<file path="src/design/mirpd_pkg.sv">
// shared types and constants of the modulated ir presence detector
// no dependencies

package mirpd_pkg;

  localparam int unsigned SMP_W    = 10;
  localparam int unsigned THR_W    = 11;
  localparam int unsigned NUM_SENS = 3;

  localparam int unsigned SENS_LEFT  = 0;
  localparam int unsigned SENS_RIGHT = 1;
  localparam int unsigned SENS_PAPER = 2;

  // set index inside the totals and averages arrays
  localparam int unsigned SET_LIT  = 0;
  localparam int unsigned SET_DARK = 1;

  localparam logic signed [THR_W-1:0] THR_RESET = 11'sd200;

  typedef logic [SMP_W-1:0]                smp_t;
  typedef logic [NUM_SENS-1:0][SMP_W-1:0]  smp3_t;
  typedef logic signed [THR_W-1:0]         thr_t;

  typedef struct packed {
    logic vld;
    logic dark;
  } stg_ctl_t;

endpackage

</file>
<file path="src/design/mirpd_in_if.sv">
// sample input channel: valid/ready plus the three adc samples
// depends on mirpd_pkg

interface mirpd_in_if import mirpd_pkg::*; ();
  logic valid;
  logic ready;
  smp_t left_sample;
  smp_t right_sample;
  smp_t paper_sample;

  modport source (output valid, left_sample, right_sample, paper_sample, input ready);
  modport sink   (input valid, left_sample, right_sample, paper_sample, output ready);
endinterface

</file>
<file path="src/design/mirpd_out_if.sv">
// result output channel: valid/ready plus led level and detection flags
// depends on mirpd_pkg

interface mirpd_out_if import mirpd_pkg::*; ();
  logic valid;
  logic ready;
  logic led_on;
  logic left_flag;
  logic right_flag;
  logic paper_flag;

  modport source (output valid, led_on, left_flag, right_flag, paper_flag, input ready);
  modport sink   (input valid, led_on, left_flag, right_flag, paper_flag, output ready);
endinterface

</file>
<file path="src/design/mirpd_cfg_if.sv">
// configuration write channel for the paper threshold register
// depends on mirpd_pkg

interface mirpd_cfg_if import mirpd_pkg::*; ();
  logic valid;
  logic ready;
  thr_t paper_threshold;

  modport source (output valid, paper_threshold, input ready);
  modport sink   (input valid, paper_threshold, output ready);
endinterface

</file>
<file path="src/design/mirpd_win_mem.sv">
// window sample memory, one row holds the three samples of one entry
// registered read, per-row valid bits so unwritten rows read as zero; uses mirpd_pkg

module mirpd_win_mem import mirpd_pkg::*; #(
  parameter int unsigned ADDR_W = 4
) (
  input  logic              clk_i,
  input  logic              rst_ni,
  input  logic              rd_en_i,
  input  logic [ADDR_W-1:0] rd_addr_i,
  input  logic              wr_en_i,
  input  logic [ADDR_W-1:0] wr_addr_i,
  input  smp3_t             wr_data_i,
  output smp3_t             rd_data_o
);

  localparam int unsigned DEPTH = 2**ADDR_W;

  smp3_t            mem_q [DEPTH];
  logic [DEPTH-1:0] vld_q;
  smp3_t            rd_data_q;
  logic             rd_hit_q;

  always_ff @(posedge clk_i) begin
    if (wr_en_i) begin
      mem_q[wr_addr_i] <= wr_data_i;
    end
    if (rd_en_i) begin
      rd_data_q <= mem_q[rd_addr_i];
    end
  end

  always_ff @(posedge clk_i or negedge rst_ni) begin
    if (!rst_ni) begin
      vld_q    <= '0;
      rd_hit_q <= 1'b0;
    end else begin
      if (wr_en_i) begin
        vld_q[wr_addr_i] <= 1'b1;
      end
      if (rd_en_i) begin
        rd_hit_q <= vld_q[rd_addr_i];
      end
    end
  end

  assign rd_data_o = rd_hit_q ? rd_data_q : '0;

endmodule

</file>
<file path="src/design/mirpd_accum.sv">
// running-total update: holds the read stage, writes the new entry back
// and keeps the six window totals; uses mirpd_pkg

module mirpd_accum import mirpd_pkg::*; #(
  parameter int unsigned WINDOW = 8
) (
  input  logic  clk_i,
  input  logic  rst_ni,
  input  logic  adv_i,
  input  logic  acc_i,
  input  logic  dark_i,
  input  logic [$clog2(WINDOW)-1:0] idx_i,
  input  smp3_t smp_i,
  input  smp3_t old_i,
  output logic  wr_en_o,
  output logic [$clog2(WINDOW):0] wr_addr_o,
  output smp3_t wr_data_o,
  output stg_ctl_t ctl_o,
  output logic [1:0][NUM_SENS-1:0][$clog2(WINDOW*(2**SMP_W-1)+1)-1:0] tot_o
);

  localparam int unsigned IDX_W = $clog2(WINDOW);
  localparam int unsigned TOT_W = $clog2(WINDOW*(2**SMP_W-1)+1);

  typedef logic [TOT_W-1:0] tot_t;

  logic             v1_q;
  logic             dark1_q;
  logic [IDX_W-1:0] idx1_q;
  smp3_t            smp1_q;
  stg_ctl_t         ctl2_q;
  tot_t [1:0][NUM_SENS-1:0] tot_q, tot_d;

  always_ff @(posedge clk_i or negedge rst_ni) begin
    if (!rst_ni) begin
      v1_q <= 1'b0;
    end else if (adv_i) begin
      v1_q <= acc_i;
    end
  end

  always_ff @(posedge clk_i) begin
    if (adv_i && acc_i) begin
      dark1_q <= dark_i;
      idx1_q  <= idx_i;
      smp1_q  <= smp_i;
    end
  end

  always_comb begin
    tot_d = tot_q;
    for (int s = 0; s < NUM_SENS; s++) begin
      tot_d[dark1_q][s] = tot_q[dark1_q][s] - TOT_W'(old_i[s]) + TOT_W'(smp1_q[s]);
    end
  end

  always_ff @(posedge clk_i or negedge rst_ni) begin
    if (!rst_ni) begin
      tot_q  <= '0;
      ctl2_q <= '0;
    end else if (adv_i) begin
      ctl2_q <= '{vld: v1_q, dark: dark1_q};
      if (v1_q) begin
        tot_q <= tot_d;
      end
    end
  end

  assign wr_en_o   = adv_i && v1_q;
  assign wr_addr_o = {dark1_q, idx1_q};
  assign wr_data_o = smp1_q;
  assign ctl_o     = ctl2_q;
  assign tot_o     = tot_q;

endmodule

</file>
<file path="src/design/mirpd_avg_cmp.sv">
// averages by reciprocal multiply, then flag compare into the result register
// uses mirpd_pkg

module mirpd_avg_cmp import mirpd_pkg::*; #(
  parameter int unsigned WINDOW = 8
) (
  input  logic     clk_i,
  input  logic     rst_ni,
  input  logic     adv_i,
  input  stg_ctl_t ctl_i,
  input  logic [1:0][NUM_SENS-1:0][$clog2(WINDOW*(2**SMP_W-1)+1)-1:0] tot_i,
  input  thr_t     thr_i,
  output logic     out_valid_o,
  output logic     led_on_o,
  output logic     left_flag_o,
  output logic     right_flag_o,
  output logic     paper_flag_o
);

  localparam int unsigned IDX_W  = $clog2(WINDOW);
  localparam int unsigned TOT_W  = $clog2(WINDOW*(2**SMP_W-1)+1);
  localparam int unsigned SHIFT  = TOT_W + IDX_W;
  localparam int unsigned MULT_W = TOT_W + 2;
  localparam int unsigned PROD_W = TOT_W + MULT_W;
  localparam longint unsigned MULT = ((64'd1 << SHIFT) + WINDOW - 1) / WINDOW;
  localparam logic [MULT_W-1:0] MULT_C = MULT_W'(MULT);

  stg_ctl_t ctl3_q;
  smp_t [1:0][NUM_SENS-1:0] avg_q, avg_d;
  logic [PROD_W-1:0] prod [2][NUM_SENS];

  logic out_valid_q, led_q, left_q, right_q, paper_q;
  logic signed [SMP_W+1:0] paper_diff;
  logic signed [SMP_W+1:0] thr_ext;

  always_comb begin
    for (int p = 0; p < 2; p++) begin
      for (int s = 0; s < NUM_SENS; s++) begin
        prod[p][s]  = PROD_W'(tot_i[p][s]) * PROD_W'(MULT_C);
        avg_d[p][s] = prod[p][s][SHIFT +: SMP_W];
      end
    end
  end

  always_ff @(posedge clk_i or negedge rst_ni) begin
    if (!rst_ni) begin
      ctl3_q <= '0;
    end else if (adv_i) begin
      ctl3_q <= ctl_i;
    end
  end

  always_ff @(posedge clk_i) begin
    if (adv_i && ctl_i.vld) begin
      avg_q <= avg_d;
    end
  end

  assign paper_diff = $signed({2'b00, avg_q[SET_DARK][SENS_PAPER]})
                    - $signed({2'b00, avg_q[SET_LIT][SENS_PAPER]});
  assign thr_ext    = {thr_i[THR_W-1], thr_i};

  always_ff @(posedge clk_i or negedge rst_ni) begin
    if (!rst_ni) begin
      out_valid_q <= 1'b0;
    end else if (adv_i) begin
      out_valid_q <= ctl3_q.vld;
    end
  end

  always_ff @(posedge clk_i) begin
    if (adv_i && ctl3_q.vld) begin
      led_q   <= ctl3_q.dark;
      left_q  <= avg_q[SET_DARK][SENS_LEFT] != avg_q[SET_LIT][SENS_LEFT];
      right_q <= avg_q[SET_DARK][SENS_RIGHT] != avg_q[SET_LIT][SENS_RIGHT];
      paper_q <= paper_diff > thr_ext;
    end
  end

  assign out_valid_o  = out_valid_q;
  assign led_on_o     = led_q;
  assign left_flag_o  = left_q;
  assign right_flag_o = right_q;
  assign paper_flag_o = paper_q;

endmodule

</file>
<file path="src/design/modulated_ir_presence_detector.sv">
// an accepted transaction passes the read stage, totals, averages and result registers
// in turn; one transaction per cycle when out_ch.ready does not stall, set by the single
// read-modify-write of the window memory per tick (write phase never equals read phase)
// reset: phase, ring index, totals and memory row valid bits clear at once, so
// every window reads as zero; threshold resets to 200; no clearing pass needed
// depends on mirpd_pkg, mirpd interfaces, mirpd_win_mem, mirpd_accum, mirpd_avg_cmp

module modulated_ir_presence_detector import mirpd_pkg::*; #(
  parameter int unsigned WINDOW = 8
) (
  input logic          clk_i,
  input logic          rst_ni,
  mirpd_in_if.sink     in_ch,
  mirpd_out_if.source  out_ch,
  mirpd_cfg_if.sink    cfg_ch
);

  localparam int unsigned IDX_W  = $clog2(WINDOW);
  localparam int unsigned ADDR_W = IDX_W + 1;
  localparam int unsigned TOT_W  = $clog2(WINDOW*(2**SMP_W-1)+1);

  logic             phase_q, phase_d;
  logic [IDX_W-1:0] idx_q, idx_d;
  thr_t             thr_q;

  logic  adv, accept, out_valid;
  smp3_t smp_in, rd_data, wr_data;
  logic  wr_en;
  logic [ADDR_W-1:0] rd_addr, wr_addr;
  stg_ctl_t ctl2;
  logic [1:0][NUM_SENS-1:0][TOT_W-1:0] tot;

  assign adv          = !out_valid || out_ch.ready;
  assign in_ch.ready  = adv;
  assign accept       = adv && in_ch.valid;
  assign cfg_ch.ready = 1'b1;

  assign smp_in[SENS_LEFT]  = in_ch.left_sample;
  assign smp_in[SENS_RIGHT] = in_ch.right_sample;
  assign smp_in[SENS_PAPER] = in_ch.paper_sample;

  always_comb begin
    phase_d = phase_q;
    idx_d   = idx_q;
    if (accept) begin
      phase_d = ~phase_q;
      idx_d   = (idx_q == IDX_W'(WINDOW - 1)) ? '0 : idx_q + 1'b1;
    end
  end

  always_ff @(posedge clk_i or negedge rst_ni) begin
    if (!rst_ni) begin
      phase_q <= 1'b0;
      idx_q   <= '0;
      thr_q   <= THR_RESET;
    end else begin
      phase_q <= phase_d;
      idx_q   <= idx_d;
      if (cfg_ch.valid) begin
        thr_q <= cfg_ch.paper_threshold;
      end
    end
  end

  assign rd_addr = {phase_q, idx_q};

  mirpd_win_mem #(
    .ADDR_W (ADDR_W)
  ) u_mem (
    .clk_i     (clk_i),
    .rst_ni    (rst_ni),
    .rd_en_i   (accept),
    .rd_addr_i (rd_addr),
    .wr_en_i   (wr_en),
    .wr_addr_i (wr_addr),
    .wr_data_i (wr_data),
    .rd_data_o (rd_data)
  );

  mirpd_accum #(
    .WINDOW (WINDOW)
  ) u_accum (
    .clk_i     (clk_i),
    .rst_ni    (rst_ni),
    .adv_i     (adv),
    .acc_i     (accept),
    .dark_i    (phase_q),
    .idx_i     (idx_q),
    .smp_i     (smp_in),
    .old_i     (rd_data),
    .wr_en_o   (wr_en),
    .wr_addr_o (wr_addr),
    .wr_data_o (wr_data),
    .ctl_o     (ctl2),
    .tot_o     (tot)
  );

  mirpd_avg_cmp #(
    .WINDOW (WINDOW)
  ) u_avg_cmp (
    .clk_i        (clk_i),
    .rst_ni       (rst_ni),
    .adv_i        (adv),
    .ctl_i        (ctl2),
    .tot_i        (tot),
    .thr_i        (thr_q),
    .out_valid_o  (out_valid),
    .led_on_o     (out_ch.led_on),
    .left_flag_o  (out_ch.left_flag),
    .right_flag_o (out_ch.right_flag),
    .paper_flag_o (out_ch.paper_flag)
  );

  assign out_ch.valid = out_valid;

  a_idx_range: assert property (@(posedge clk_i) disable iff (!rst_ni)
    {1'b0, idx_q} < ADDR_W'(WINDOW))
    else $error("ring index out of range");

  a_phase_flip: assert property (@(posedge clk_i) disable iff (!rst_ni)
    accept |=> phase_q != $past(phase_q))
    else $error("phase did not alternate on transaction");

  a_no_rw_clash: assert property (@(posedge clk_i) disable iff (!rst_ni)
    (wr_en && accept) |-> wr_addr != rd_addr)
    else $error("memory read and write hit the same row");

endmodule

</file>
<file path="src/flat_wrapper.sv">
// flat-port wrapper written by rule: the top's interface ports become plain ports
module modulated_ir_presence_detector_flat import mirpd_pkg::*;
#(
  parameter int unsigned WINDOW = 8
)
  (clk_i, rst_ni, in_ch_valid, in_ch_left_sample, in_ch_right_sample, in_ch_paper_sample, in_ch_ready, out_ch_valid, out_ch_led_on, out_ch_left_flag, out_ch_right_flag, out_ch_paper_flag, out_ch_ready, cfg_ch_valid, cfg_ch_paper_threshold, cfg_ch_ready);
  mirpd_in_if in_ch_i ();
  mirpd_out_if out_ch_i ();
  mirpd_cfg_if cfg_ch_i ();
  input logic clk_i;
  input logic rst_ni;
  input wire logic [$bits(in_ch_i.valid)-1:0] in_ch_valid;
  input wire logic [$bits(in_ch_i.left_sample)-1:0] in_ch_left_sample;
  input wire logic [$bits(in_ch_i.right_sample)-1:0] in_ch_right_sample;
  input wire logic [$bits(in_ch_i.paper_sample)-1:0] in_ch_paper_sample;
  output wire logic [$bits(in_ch_i.ready)-1:0] in_ch_ready;
  output wire logic [$bits(out_ch_i.valid)-1:0] out_ch_valid;
  output wire logic [$bits(out_ch_i.led_on)-1:0] out_ch_led_on;
  output wire logic [$bits(out_ch_i.left_flag)-1:0] out_ch_left_flag;
  output wire logic [$bits(out_ch_i.right_flag)-1:0] out_ch_right_flag;
  output wire logic [$bits(out_ch_i.paper_flag)-1:0] out_ch_paper_flag;
  input wire logic [$bits(out_ch_i.ready)-1:0] out_ch_ready;
  input wire logic [$bits(cfg_ch_i.valid)-1:0] cfg_ch_valid;
  input wire logic [$bits(cfg_ch_i.paper_threshold)-1:0] cfg_ch_paper_threshold;
  output wire logic [$bits(cfg_ch_i.ready)-1:0] cfg_ch_ready;
  assign in_ch_i.valid = in_ch_valid;
  assign in_ch_i.left_sample = in_ch_left_sample;
  assign in_ch_i.right_sample = in_ch_right_sample;
  assign in_ch_i.paper_sample = in_ch_paper_sample;
  assign in_ch_ready = in_ch_i.ready;
  assign out_ch_valid = out_ch_i.valid;
  assign out_ch_led_on = out_ch_i.led_on;
  assign out_ch_left_flag = out_ch_i.left_flag;
  assign out_ch_right_flag = out_ch_i.right_flag;
  assign out_ch_paper_flag = out_ch_i.paper_flag;
  assign out_ch_i.ready = out_ch_ready;
  assign cfg_ch_i.valid = cfg_ch_valid;
  assign cfg_ch_i.paper_threshold = cfg_ch_paper_threshold;
  assign cfg_ch_ready = cfg_ch_i.ready;
  modulated_ir_presence_detector #(.WINDOW(WINDOW)) u_core (.clk_i(clk_i), .rst_ni(rst_ni), .in_ch(in_ch_i), .out_ch(out_ch_i), .cfg_ch(cfg_ch_i));
endmodule
</file>
<file path="config.mk">
export PLATFORM = sky130hd
export DESIGN_NAME = modulated_ir_presence_detector_flat
export DESIGN_NICKNAME = d
export VERILOG_FILES = /design/src/design/mirpd_pkg.sv /design/src/design/mirpd_in_if.sv /design/src/design/mirpd_out_if.sv /design/src/design/mirpd_cfg_if.sv /design/src/design/mirpd_win_mem.sv /design/src/design/mirpd_accum.sv /design/src/design/mirpd_avg_cmp.sv /design/src/design/modulated_ir_presence_detector.sv /design/src/flat_wrapper.sv
export SDC_FILE = /design/constraint.sdc
export NUM_CORES = 1
export LEC_CHECK = 0
export ABC_AREA = 1
export BUFFER_PORTS_ARGS = -buffer_cell sky130_fd_sc_hd__buf_2
export CAP_MARGIN = 40
export CORE_AREA = 5 5 259 261
export CTS_CLUSTER_SIZE = 40
export DETAILED_ROUTE_END_ITERATION = 8
export DIE_AREA = 0 0 264 266
export GPL_TIMING_DRIVEN = 0
export PLACE_DENSITY = 0.77
export SYNTH_ARGS = -nofsm -noshare
export SYNTH_HDL_FRONTEND = slang
export SYNTH_SLANG_ARGS = --single-unit
</file>
<file path="constraint.sdc">
create_clock -name clk_i -period 3.8 [get_ports clk_i]
set_input_delay 0.38 -clock clk_i [delete_from_list [all_inputs] [get_ports clk_i]]
set_output_delay 0.38 -clock clk_i [all_outputs]
set_load 0.01 [all_outputs]
</file>
==> results by group <==
Run status
  • Run status: complete, no violations

Cells and area
  • Area added between synthesis and finish: 14.96%
  • Final cell count without fillers: a little under 4k
  • Design Area, Final: 0.03668 mm2
  • Nets@finish: 3,176
  • # diodes: 0
  • Fraction of layout cells with a size suffix above 1: 0.09173
  • Area of the multi-input gates: 0.009158 mm2
  • Final core utilization: 0.5711
  • Filler cells: slightly above 5k
  • Reg area: 0.02116 mm2

Synthesis
  • Distinct cells, synth: 39
  • Synth top area share: 0.5722
  • Post-synthesis instance area: roughly 0.032 mm2
  • Post-synth ARST share: 0.1602
  • Largest area contributor in the netlist: edfxtp_1
  • Count leader, synth: edfxtp_1
  • Commonest cells in the netlist: edfxtp_1 (608), nand2_1 (508), nor2_1 (388)
  • Syn avg cell area: approximately 11 um2
  • Ys flop type: edfxtp_1
  • Synth warn: 0
  • Post-Syn Nets: 2,988
  • Post-synthesis sequential area ratio: 0.6633
  • Syn Inst Count: 2,849
  • EDFF count, synth: approximately 600
  • Area contributors post-synth: edfxtp_1 (57%), dfrtp_1 (8.9%), nand2_1 (6.0%), nor2_1 (4.6%), o21ai_0 (4.1%)
  • Synthesis-stage register bit count: 724

Timing
  • Crit share post-route: 0.9154
  • Minimum clock period: 3.479 ns
  • Final Setup Violations: 0
  • Rel. slew slack: 0.3049
  • Peak Freq: 287.5 MHz
  • Worst Slack Setup Final: 0.3213 ns
  • Clock skew: 0.04028 ns
  • Worst Max-Slew Pin Slew: roughly 1.0 ns
  • RSZ-0062 raised after global routing: no
  • Final Max Slew Viols: 0
  • Setup TNS: 0 ns
  • Final hold violations: 0

Critical path
  • Crit path required time: 4.31 ns
  • Startpoint Class: flip-flop
  • Arr. time, crit path: between 3 and 4 ns
  • Crit-path max FO: 19
  • Setup crit end kind: flip-flop
  • Setup CP Type: reg -> reg

Die
  • Row cnt: 93
  • DIE WIDTH: 264 um
  • Core footprint: 0.06423 mm2
  • Die area: 0.07022 mm2
  • # IOs: 53
  • Initial Utilization: 0.4968
  • Die height: 266 um

Run
  • Max-Cap Viols: 0

Routing
  • Drc violations: 0
  • Routed WL per cell: about 21 um
  • Routed Wire Length: between 80,000 and 90,000 um
  • Vias: 22.30k
  • Vias/cell: 5.644
  • DRT iter0 DRCs: 2,725
  • Router iterations before antenna repair: 8
  • Post-route ant nets: 0

Min path
  • HP Class: in -> reg

Placement
  • Pre-CTS WS: between 0.06 and 0.07 ns
  • Placed cell count: between 3k and 4k
  • Placed Area: 0.03383 mm2
  • Post-DP HPWL: 55,880 um
  • Routability-driven placement congestion ratio: 0.9074
  • IO Port Bufs: 51

GRT
  • Largest net degree at the start of global routing: 70
  • Initial antenna violation count: 1
  • Grt total ovfl: 0
  • Global-route wire length before repair: 127,500 um
  • Number of global-route vias before repair: 21.73k
  • GRT Total Usage: 0.2359

Clocking
  • TritonCTS Buffers: 73
  • Max clock buf depth: 3
  • Clock transition at path regs: 0.06 ns
  • Skew-Pair Late Insertion Delay: 0.65 ns
  • Root Driver: clkbuf_16
  • H-tree Lvls: 3
  • CTS sink cnt: 724
  • Postcts setup bufs: 0
  • CTS tree: built

Power
  • Max VDD drop: 476.5 uV
  • Total leakage power: between 10 and 15 nW
  • Pwr Density: 890.5 mW/mm2
cell usage in the layout, fill, tap and decap left out, drive strengths merged, types with 29 or more instances in the layout:
master	n
o211ai	94
nand2	508
buf	122
fa	31
nor2	392
clkbuf	169
dfrtp	113
edfxtp	608
clkinv	29
ha	62
dlygate4sd3	42
o21ai	298
nand3	157
inv	292
cell type report:
type | instances | share of cell area
clock inverters | 42 | 0.01388
multi-input cells | 1707 | 0.2497
inverters | 290 | 0.02978
well taps | 855 | 0.02916
clock buffers | 92 | 0.05256
plain buffers | 127 | 0.01699
flip-flops and latches | 724 | 0.5770
repair buffers | 114 | 0.03101
per-stage QoR:
stage	hold WS, ns	total power [mW]
detailed placement	0.3653	25.13
global route	0.03648	34.79
floorplan	0.08441	20.78
global placement	0.4311	24.58
finish	0.03060	32.67
CTS	0.008063	32.47
power breakdown:
part / internal, mW / leakage [nW] / total [mW] / switching [mW]
Combinational: 4.64 / 6.36 / 14.2 / 9.60
Sequential: 10.3 / 6.95 / 11.2 / 0.826
Clock: 4.10 / 1.17 / 7.26 / 3.16
Total: 19.1 / 14.5 / 32.7 / 13.6
routing by layer:
metal | up-vias | wire length, um | part of all wire | global-route usage
li1 | 10120 | - | - | -
met1 | 10588 | 32200 | 0.38 | 0.3152
met2 | 1329 | 38700 | 0.46 | 0.3769
met3 | 261 | 9626 | 0.11 | 0.05522
met4 | 0 | 3759 | 0.045 | 0.09748
met5 | - | 0 | 0 | 0
critical path: stages (launching register included):
cell	delay (ns)
edfxtp_1	0.39
buf_4	0.29
buf_4	0.29
buf_2	0.27
o21ai_0	0.22
fa_1	0.56
inv_1	0.07
fa_1	0.44
nand3_1	0.11
nand3_1	0.17
nand2_1	0.10
nand2_1	0.06
or2_2	0.28
nand3_1	0.07
nand2_1	0.06
repair_timing:
item	CTS	global route
endpoints found under the hold margin	85	0
setup endpoints to repair	1	5
gates resized for setup	1	0
hold buffers	42	0
pin swaps	0	0
gates cloned	0	0
logic make-up after synthesis:
logic type               synth area share
AO/OA/AOI/OAI                     0.08074
XOR/XNOR                          0.01016
adder cells (fa/ha/maj)           0.04376
buffers and inverters             0.05376
flip-flops                         0.6633
multiplexers                     0.007881
other                           0.0001175
AND/OR/NAND/NOR                    0.1403
worst paths after layout:
| kind | start | slack, ns | cells past startpoint | endpoint |
|---|---|---|---|---|
| worst max register to register | u_core.u_accum.dark1_q$_DFFE_PP_ | 0.32 | 14 | u_core.u_accum.tot_o[71]$_DFFE_PN0P_ |
| worst min register to register | u_core.u_avg_cmp.ctl3_q[1]$_DFFE_PN0N_ | 0.46 | 2 | u_core.u_avg_cmp.out_valid_o$_DFFE_PN0N_ |
| max in group asynchronous | rst_ni | 2.77 | 3 | u_core.u_accum.tot_o[72]$_DFFE_PN0P_ |
| min in group asynchronous | rst_ni | 0.27 | 2 | u_core.u_mem.vld_q[9]$_DFFE_PN0P_ |
| worst min-delay path | cfg_ch_valid | 0.03 | 2 | u_core.thr_q[0]$_DFFE_PN0P_ |
| worst max-delay path | u_core.u_accum.dark1_q$_DFFE_PP_ | 0.32 | 14 | u_core.u_accum.tot_o[71]$_DFFE_PN0P_ |
registers in the layout, indices dropped and copies added (netlist names), 2 cells and up:
signal                    cells
u_core.u_mem.mem_q          480
u_core.u_accum.tot_o         78
u_core.u_avg_cmp.avg_q       60
u_core.u_accum.wr_data_o     30
u_core.u_mem.rd_data_q       30
u_core.u_mem.vld_q           16
u_core.thr_q                 11
u_core.idx_q                  3
u_core.u_accum.idx1_q         3
u_core.u_accum.ctl_o          2
u_core.u_avg_cmp.ctl3_q       2
No activity file was read; power rests on OpenSTA's default activity.
